$ cat src/rtl/core/bmtm_pkg.sv
// Shared types and constants of the two-state transition matrix unit.
`default_nettype none
package bmtm_pkg;

	// request codes
	localparam logic [1:0] MODE_PROB = 2'd0;
	localparam logic [1:0] MODE_D1   = 2'd1;
	localparam logic [1:0] MODE_D2   = 2'd2;

	// configuration register indexes
	localparam logic REG_KAPPA = 1'b0;
	localparam logic REG_RATE  = 1'b1;

	localparam logic [32:0] Q32       = 33'h1_0000_0000;
	localparam logic [46:0] MAG_MAX   = 47'h7FFF_FFFF_FFFF;
	localparam logic [31:0] LN2_Q32   = 32'd2977044472;
	localparam logic [32:0] LOG2E_Q32 = 33'd6196328019;
	localparam int          EXP_TERMS = 12;

	// request sideband that travels with each item
	typedef struct packed {
		logic [1:0] mode;
		logic       row;
		logic       col;
	} side_t;

	// constants derived from kappa and rate
	typedef struct packed {
		logic [23:0] rate;
		logic [31:0] inv;
		logic [31:0] half;
		logic [39:0] hko;
		logic [63:0] dr;
		logic [47:0] ca;
		logic [55:0] cb;
		logic [47:0] rr;
	} cfg_t;

endpackage
`default_nettype wire

$ cat src/rtl/core/bmtm_setup.sv
// Configuration registers and sequencer that derives the kappa and rate constants.
`default_nettype none
module bmtm_setup import bmtm_pkg::*; (
	input  logic        clk,
	input  logic        arst_n,
	input  logic        cfg_we,
	input  logic        cfg_index,
	input  logic [23:0] cfg_data,
	output logic        busy,
	output cfg_t        cfg
);

	typedef enum logic [3:0] {
		ST_IDLE = 4'b0001,
		ST_LOAD = 4'b0010,
		ST_DIV  = 4'b0100,
		ST_MUL  = 4'b1000
	} st_t;

	localparam logic [2:0] OP_INV   = 3'd0;
	localparam logic [2:0] OP_HKO   = 3'd1;
	localparam logic [2:0] OP_DECAY = 3'd2;
	localparam logic [2:0] OP_DR    = 3'd3;
	localparam logic [2:0] OP_CA    = 3'd4;
	localparam logic [2:0] OP_CB    = 3'd5;
	localparam logic [2:0] OP_RR    = 3'd6;

	localparam logic [6:0] DIV_LAST = 7'd64;
	localparam logic [6:0] MUL_LAST = 7'd4;

	st_t         st_q;
	logic [2:0]  op_q;
	logic [6:0]  cnt_q;
	logic [23:0] kappa_q, rate_q;
	logic [31:0] inv_q, half_q;
	logic [39:0] hko_q, decay_q;
	logic [63:0] dr_q;
	logic [47:0] ca_q, rr_q;
	logic [55:0] cb_q;

	// shared datapath
	logic [64:0] dvd_q, quo_q;
	logic [24:0] dvs_q, rem_q;
	logic [79:0] acc_q;
	logic [39:0] ma_q, mb_q;

	logic [24:0] k1;
	logic [49:0] sq;
	logic [25:0] rem_sh;
	logic        ge;
	logic [24:0] rem_nx;
	logic [64:0] quo_nx;
	logic [79:0] acc_nx;
	logic        kz;

	assign k1     = kappa_q + 25'd65536;
	assign sq     = 50'(k1) * 50'(k1);
	assign kz     = (kappa_q == 24'd0);
	assign rem_sh = {rem_q, dvd_q[64]};
	assign ge     = (rem_sh >= {1'b0, dvs_q});
	assign rem_nx = ge ? 25'(rem_sh - {1'b0, dvs_q}) : rem_sh[24:0];
	assign quo_nx = {quo_q[63:0], ge};
	assign acc_nx = {acc_q[71:0], 8'b0} + 80'(48'(ma_q) * 48'(mb_q[39:32]));

	assign busy = (st_q != ST_IDLE) | cfg_we;
	assign cfg  = '{rate: rate_q, inv: inv_q, half: half_q, hko: hko_q,
	                dr: dr_q, ca: ca_q, cb: cb_q, rr: rr_q};

	// sequencer and derived constants
	always_ff @(posedge clk or negedge arst_n) begin
		if (!arst_n) begin
			st_q    <= ST_IDLE;
			op_q    <= OP_INV;
			cnt_q   <= '0;
			kappa_q <= 24'd65536;
			rate_q  <= 24'd65536;
			inv_q   <= 32'h8000_0000;
			half_q  <= 32'h0100_0000;
			hko_q   <= 40'h00_0100_0000;
			decay_q <= 40'h02_0000_0000;
			dr_q    <= 64'h0002_0000_0000_0000;
			ca_q    <= 48'h0002_0000_0000;
			cb_q    <= 56'h00_0002_0000_0000;
			rr_q    <= 48'h0001_0000_0000;
		end else if (cfg_we) begin
			case (cfg_index)
				REG_KAPPA: kappa_q <= cfg_data;
				REG_RATE:  rate_q  <= cfg_data;
				default:   rate_q  <= rate_q;
			endcase
			st_q <= ST_LOAD;
			op_q <= OP_INV;
		end else begin
			case (st_q)
				ST_LOAD: begin
					cnt_q <= '0;
					st_q  <= (op_q <= OP_DECAY) ? ST_DIV : ST_MUL;
				end
				ST_DIV: begin
					if (cnt_q == DIV_LAST) begin
						case (op_q)
							OP_INV: begin
								inv_q  <= kz ? 32'hFFFF_FFFF : quo_nx[31:0];
								half_q <= {k1, 7'b0};
							end
							OP_HKO:  hko_q <= kz ? '1 : quo_nx[39:0];
							default: decay_q <= (kz | (|quo_nx[64:40])) ? '1 : quo_nx[39:0];
						endcase
						op_q <= op_q + 3'd1;
						st_q <= ST_LOAD;
					end else begin
						cnt_q <= cnt_q + 7'd1;
					end
				end
				ST_MUL: begin
					if (cnt_q == MUL_LAST) begin
						case (op_q)
							OP_DR:   dr_q <= acc_nx[63:0];
							OP_CA:   ca_q <= acc_nx[71:24];
							OP_CB:   cb_q <= acc_nx[79:24];
							default: rr_q <= acc_nx[47:0];
						endcase
						op_q <= op_q + 3'd1;
						st_q <= (op_q == OP_RR) ? ST_IDLE : ST_LOAD;
					end else begin
						cnt_q <= cnt_q + 7'd1;
					end
				end
				default: st_q <= ST_IDLE;
			endcase
		end
	end

	// restoring divider, one quotient bit a cycle; byte-serial multiplier
	always_ff @(posedge clk) begin
		case (st_q)
			ST_LOAD: begin
				rem_q <= '0;
				acc_q <= '0;
				case (op_q)
					OP_INV: begin
						dvd_q <= 65'(1) << 48;
						dvs_q <= k1;
					end
					OP_HKO: begin
						dvd_q <= 65'(k1) << 23;
						dvs_q <= {1'b0, kappa_q};
					end
					OP_DECAY: begin
						dvd_q <= 65'(sq) << 15;
						dvs_q <= {1'b0, kappa_q};
					end
					OP_DR: begin
						ma_q <= decay_q;
						mb_q <= 40'(rate_q);
					end
					OP_CA: begin
						ma_q <= decay_q;
						mb_q <= 40'(half_q);
					end
					OP_CB: begin
						ma_q <= decay_q;
						mb_q <= hko_q;
					end
					default: begin
						ma_q <= 40'(rate_q);
						mb_q <= 40'(rate_q);
					end
				endcase
			end
			ST_DIV: begin
				dvd_q <= {dvd_q[63:0], 1'b0};
				rem_q <= rem_nx;
				quo_q <= quo_nx;
			end
			ST_MUL: begin
				acc_q <= acc_nx;
				mb_q  <= {mb_q[31:0], 8'b0};
			end
			default: acc_q <= acc_q;
		endcase
	end

endmodule
`default_nettype wire

$ cat config.mk
export PLATFORM = sky130hd
export DESIGN_NAME = bmtm_setup
export DESIGN_NICKNAME = d
export VERILOG_FILES = /design/src/rtl/core/bmtm_pkg.sv /design/src/rtl/core/bmtm_setup.sv
export SDC_FILE = /design/constraint.sdc
export NUM_CORES = 2
export LEC_CHECK = 0
export ABC_AREA = 0
export BUFFER_PORTS_ARGS = -buffer_cell sky130_fd_sc_hd__buf_2
export CORE_UTILIZATION = 57
export DETAILED_ROUTE_END_ITERATION = 8
export PLACE_DENSITY = 0.79
export SLEW_MARGIN = 20
export SYNTH_ARGS = -nofsm -noshare
export SYNTH_HDL_FRONTEND = slang
export SYNTH_SLANG_ARGS = --single-unit
$ cat constraint.sdc
create_clock -name clk -period 7.2 [get_ports clk]
set_clock_uncertainty 0.1 [all_clocks]
set_input_delay 0.72 -clock clk [delete_from_list [all_inputs] [get_ports clk]]
set_output_delay 0.72 -clock clk [all_outputs]
set_load 0.02 [all_outputs]
======== Yosys cells after proc, flatten, opt, wreduce, memory -nomap -nowiden ========
Cells that the tools add are included.
storage, ports and cells
  output and inout port bits .............. 345
  bits in registers ....................... 746
  input port bits ......................... 28
  word-level logic and storage cells ...... 107
cells by class
  bitwise operators ....................... 7
  $lt $le $gt $ge ......................... 2
  $mul .................................... 2
  $add $sub $neg .......................... 5
  equality and inequality tests ........... 18
  reductions and logical operators ........ 28
  muxes and demuxes ....................... 25
operators by type and width
  kind                                             count
  one-hot mux 65 bit (3 select lines)              1
  one-hot mux 40 bit (2 select lines)              2
  one-hot mux 72 bit (2 select lines)              1
  one-hot mux 65 bit (2 select lines)              1
  one-hot mux 40 bit (3 select lines)              1
  one-hot mux 25 bit (2 select lines)              2
  adder 80 x 48 -> 80 bit                          1
  two-way mux 40 bit                               2
  multiplier 25 x 25 -> 50 bit                     1
  multiplier 40 x 8 -> 48 bit                      1
  two-way mux 32 bit                               1
  AND reduction 4 bit                              8
  >= comparator 26 x 25 -> 1 bit                   1
  adder 24 x 17 -> 25 bit (second input constant)  1
  two-way mux 25 bit                               1
  OR reduction 25 bit                              1
  subtractor 25 bit                                1
  logical NOT 24 bit                               1
  one-hot mux 7 bit (3 select lines)               1
  two-way mux 4 bit                                4
  two-way mux 7 bit                                2
  AND reduction 2 bit                              7
  one-hot mux 4 bit (3 select lines)               1
  == test 3 bit (second input constant)            3
  other kinds (25)                                 41

======== Depth between registers and ports, before layout ========
  depth after elaboration ................. 5
  mapped depth ............................ 33
  mapped depth without buffers ............ 30

======== Worst setup path before layout ========
No wires, ideal clock.
  path type ............................... flip-flop to flip-flop
  start point ............................. reg kappa_q[16]
  end point ............................... reg dvd_q[64], data pin
  slack ................................... -713 ps
  period minus slack after synthesis ...... 7913 ps
  required time ........................... 6829 ps
  data arrival time ....................... 7542 ps
  library setup time ...................... 271 ps
  stages on the path, launching flop included .. 31
  path buffers ............................ 2
  path through ............................ dfstp_2 > ha_1 > nand3_1 > nor2_1 > xnor2_1 > inv_1 > clkbuf_1 > nand2_1 > fa_1 > inv_1 > fa_1 > inv_1 > fa_1 > fa_1 > inv_1 > fa_1 > fa_1 > inv_1 > fa_1 > inv_1 > ha_1 > clkbuf_1 > a21o_1 > o21bai_1 > a21oi_1 > nor2_1 > a2111oi_0 > o21ai_0 > a41o_1 > a21oi_1 > o211ai_1
on the way
  longest elaborated chain between the ends .. 4
RTL lines
  what                                 RTL line           source
  start, declared                      bmtm_setup.sv:34   logic [23:0] kappa_q, rate_q;
  start signal, assigned               bmtm_setup.sv:87   REG_KAPPA: kappa_q <= cfg_data;
  adder 24 x 17 -> 25 bit              bmtm_setup.sv:56   assign k1 = kappa_q + 25'd65536;
  net k1[22]                           bmtm_setup.sv:47   logic [24:0] k1;
  multiplier 25 x 25 -> 50 bit         bmtm_setup.sv:57   assign sq = 50'(k1) * 50'(k1);
  one-hot mux 65 bit (3 select lines)  bmtm_setup.sv:140  case (op_q)
  one-hot mux 65 bit (2 select lines)  bmtm_setup.sv:136  case (st_q)
  end signal, assigned                 bmtm_setup.sv:142  dvd_q <= 65'(1) << 48;
  end signal, assigned                 bmtm_setup.sv:146  dvd_q <= 65'(k1) << 23;
  end signal, assigned                 bmtm_setup.sv:150  dvd_q <= 65'(sq) << 15;
  end, declared                        bmtm_setup.sv:42   logic [64:0] dvd_q, quo_q;
The timed path passes the listed nets, and every way through them passes these cells. The select of a mux whose other input is x is not followed.
A chain may end at the register's enable or synchronous reset.

======== Worst setup path after layout ========
  start point ............................. reg kappa_q[16]
  end point ............................... reg dvd_q[60], data pin
on the way
  longest elaborated chain between the ends .. 4
RTL lines
  what                                 RTL line
  adder 24 x 17 -> 25 bit              bmtm_setup.sv:56
  multiplier 25 x 25 -> 50 bit         bmtm_setup.sv:57
  one-hot mux 65 bit (3 select lines)  bmtm_setup.sv:140
  one-hot mux 65 bit (2 select lines)  bmtm_setup.sv:136
Every way passes these cells. The select of a mux whose other input is x is not followed.

==> impl_metrics.json <==
{
  "post_synth.cell_area_avg_um2": 10.1,
  "syn2layout_area_growth_pct": 15.9,
  "grt_setup_unrepaired": "true",
  "status": "finished with violations",
  "critPathKind": "register to register",
  "post_synth_cell_types": 86,
  "hold_path.class": "primary input to asynchronous set/reset pin",
  "filler_cell_count": 7536,
  "overflow": 0,
  "worst_ep_required_time_ps": 7500,
  "cp_bufs_invs": 6,
  "final_common_cell": "sky130_fd_sc_hd__inv_1",
  "ff_latch_area_um2": 19900,
  "dp_hpwl_mm": 129,
  "number_of_max_slew_violations_in_the_final_report": 0,
  "cts-buffers-inserted": 77,
  "finalHoldWorstSlack_ps": -26.5,
  "critical-path-max-stage-delay_ps": 590,
  "min_period_over_period_pct": 105,
  "floorplan.initialDensity_pct": 57.7,
  "synth_warnings": 0,
  "timing.critical_path.to_type": "register",
  "max_clock_freq_ghz": 0.133,
  "cts.root.buffer_cell": "sky130_fd_sc_hd__clkbuf_16",
  "critPathTopFamily": "adder cells",
  "hold_viol_final": 6,
  "cpMaxStageDelayCell": "sky130_fd_sc_hd__dfstp_2",
  "failed_checks": "hold timing, setup timing",
  "postSynth.asyncResetShare_pct": 56.8,
  "final_cell_mix": "sky130_fd_sc_hd__inv_1, sky130_fd_sc_hd__nand2_1, sky130_fd_sc_hd__fa_1, sky130_fd_sc_hd__dfrtp_1, sky130_fd_sc_hd__buf_2",
  "portBuffers": 365,
  "relSlewSlack_pct": 24.7,
  "synth_sequential_area_ratio_pct": 33.8,
  "crit_path_frequent_cell": "sky130_fd_sc_hd__fa_2",
  "groute.usage.overall_pct": 33.0,
  "setup_viol": 25,
  "multi_input_area_um2": 35400,
  "routedWlPerCell_um": 21.8,
  "floorplan.io_pins": 373,
  "synth_ff_type": "sky130_fd_sc_hd__dfrtp_1",
  "clock_path_buffers": 3,
  "routed_via_density": 5.80,
  "grt_pass1_wl_mm": 263,
  "die_h_um": 323,
  "clock_latency_ps": 660,
  "timing.critical_path.from_type": "register",
  "fin_crit_ps": 7540,
  "postSynthRegisterBits": 731,
  "nNetsFinal": 7392,
  "cts.sink_count": 731,
  "floorplan.rows": 117,
  "antenna_violating_nets_post_route": 0,
  "cts_tree": "yes",
  "drt_pre_antenna_iters": 7,
  "initial_antenna_violation_count": 3,
  "diodes": 0,
  "wirelength_mm": 170,
  "syn-instance-count": 5828,
  "synth_edf_count": 316,
  "drtIter0Drc": 4195,
  "dieArea_um2": 105000,
  "routed-via-count": 45000,
  "post-route-worst-setup-slack_ps": -340,
  "floorplan.core_area_um2": 102000,
  "worst_ep_arrival_time_ps": 7840,
  "chipWidth_um": 323,
  "drcViolationCount": 0,
  "drive_gt1_share_pct": 18.8,
  "syn_area_um2": 58800,
  "worst-path-max-fanout": 8,
  "max_h_tree_level": 3,
  "maximum_number_of_pins_on_one_net_before_global_route_repair": 181,
  "tightest_slew_ps": 1120,
  "clk_pin_slew_worst_paths_ps": 60,
  "number_of_max_capacitance_violations_reported": 0,
  "gpl.final_weighted_congestion": 0.985,
  "first_global_vias": 46700
}
[path summary, 6_finish.rpt]
path | slack [ps] | endpoint | startpoint | cells past startpoint
min in group clk | 200 | kappa_q[11] | cfg_data[11] | 3
worst min register to register | 350 | quo_q[53] | quo_q[52] | 0
worst max-delay path | -340 | dvd_q[60] | kappa_q[16] | 26
max in group asynchronous | 5430 | rate_q[16] | arst_n | 3
worst min-delay path | -30 | ca_q[3] | arst_n | 1
worst max register to register | -340 | dvd_q[60] | kappa_q[16] | 26
[per-stage QoR]
stage | instances | setup TNS [ps] | util, % | setup WS [ps] | cell area [um^2]
after floorplan | 5838 | -1370 | - | -206 | 59200
after global placement | 7590 | -6920 | 62.9 | -438 | 64200
after detailed placement | 7590 | -9770 | 62.9 | -595 | 64200
after CTS | 7761 | -3780 | 66.5 | -300 | 67900
after global routing | 7769 | -9920 | 66.9 | -519 | 68200
final | 7769 | -4830 | 66.9 | -340 | 68200
[cells in the mapped netlist, types with 59 or more instances]
master / number / area [um^2]
sky130_fd_sc_hd__nor2_1: 359 / 1350
sky130_fd_sc_hd__and2_1: 254 / 1590
sky130_fd_sc_hd__o21ai_0: 329 / 1650
sky130_fd_sc_hd__dfrtp_1: 404 / 10100
sky130_fd_sc_hd__inv_1: 958 / 3600
sky130_fd_sc_hd__edfxtp_1: 316 / 9490
sky130_fd_sc_hd__a21o_1: 59 / 443
sky130_fd_sc_hd__xnor2_1: 100 / 876
sky130_fd_sc_hd__ha_1: 293 / 3670
sky130_fd_sc_hd__mux2_2: 107 / 1200
sky130_fd_sc_hd__fa_1: 735 / 14700
sky130_fd_sc_hd__a21oi_1: 169 / 846
sky130_fd_sc_hd__clkbuf_1: 260 / 976
sky130_fd_sc_hd__nand2_1: 782 / 2940
[cell type report]
cell class | count | area share (%)
clock buffers | 102 | 3.28
clock inverters | 42 | 0.715
inverters | 963 | 5.31
multi-input cells | 3854 | 51.9
flip-flops and latches | 731 | 29.1
well taps | 1368 | 2.51
repair buffers | 709 | 7.09
[registers in the layout, summed over array words and instances, names as in the netlist, 4 cells and up]
name	flops
ca_q	48
st_q	4
cnt_q	7
rem_q	25
rr_q	48
rate_q	24
acc_q	72
decay_q	40
hko_q	40
dr_q	64
half_q	25
ma_q	40
cb_q	56
mb_q	40
inv_q	32
dvs_q	25
kappa_q	24
dvd_q	50
quo_q	64
[what timing repair did]
action                     CTS  global route
pin swaps                   93            47
setup endpoints to repair   26            29
setup buffers               29             7
resized for setup          190            61
hold buffers                 0             0
[routing by layer]
metal	up-vias	global-route usage, %	share of wire (%)
met5	-	0	0.0047
met4	2	16.5	5.7
met3	557	5.77	8.7
met2	2191	55.0	49
met1	22600	41.6	37
li1	19700	-	-
[kinds of logic (layout without fill, tap and decap cells)]
kind of cell,Yosys count,in the layout,share of synthesized area (%)
flops,731,731,33.8
xor+xnor,153,153,2.28
simple gates,1676,1676,12.9
other cells,2,12,0.0128
fa+ha+maj,1028,1028,31.2
compound gates,853,853,9.19
buf+inv,1253,1816,8.08
mux,132,132,2.47
Power is not shown: default switching activity piles up to over one toggle a cycle in this logic, so the estimate is an artifact.
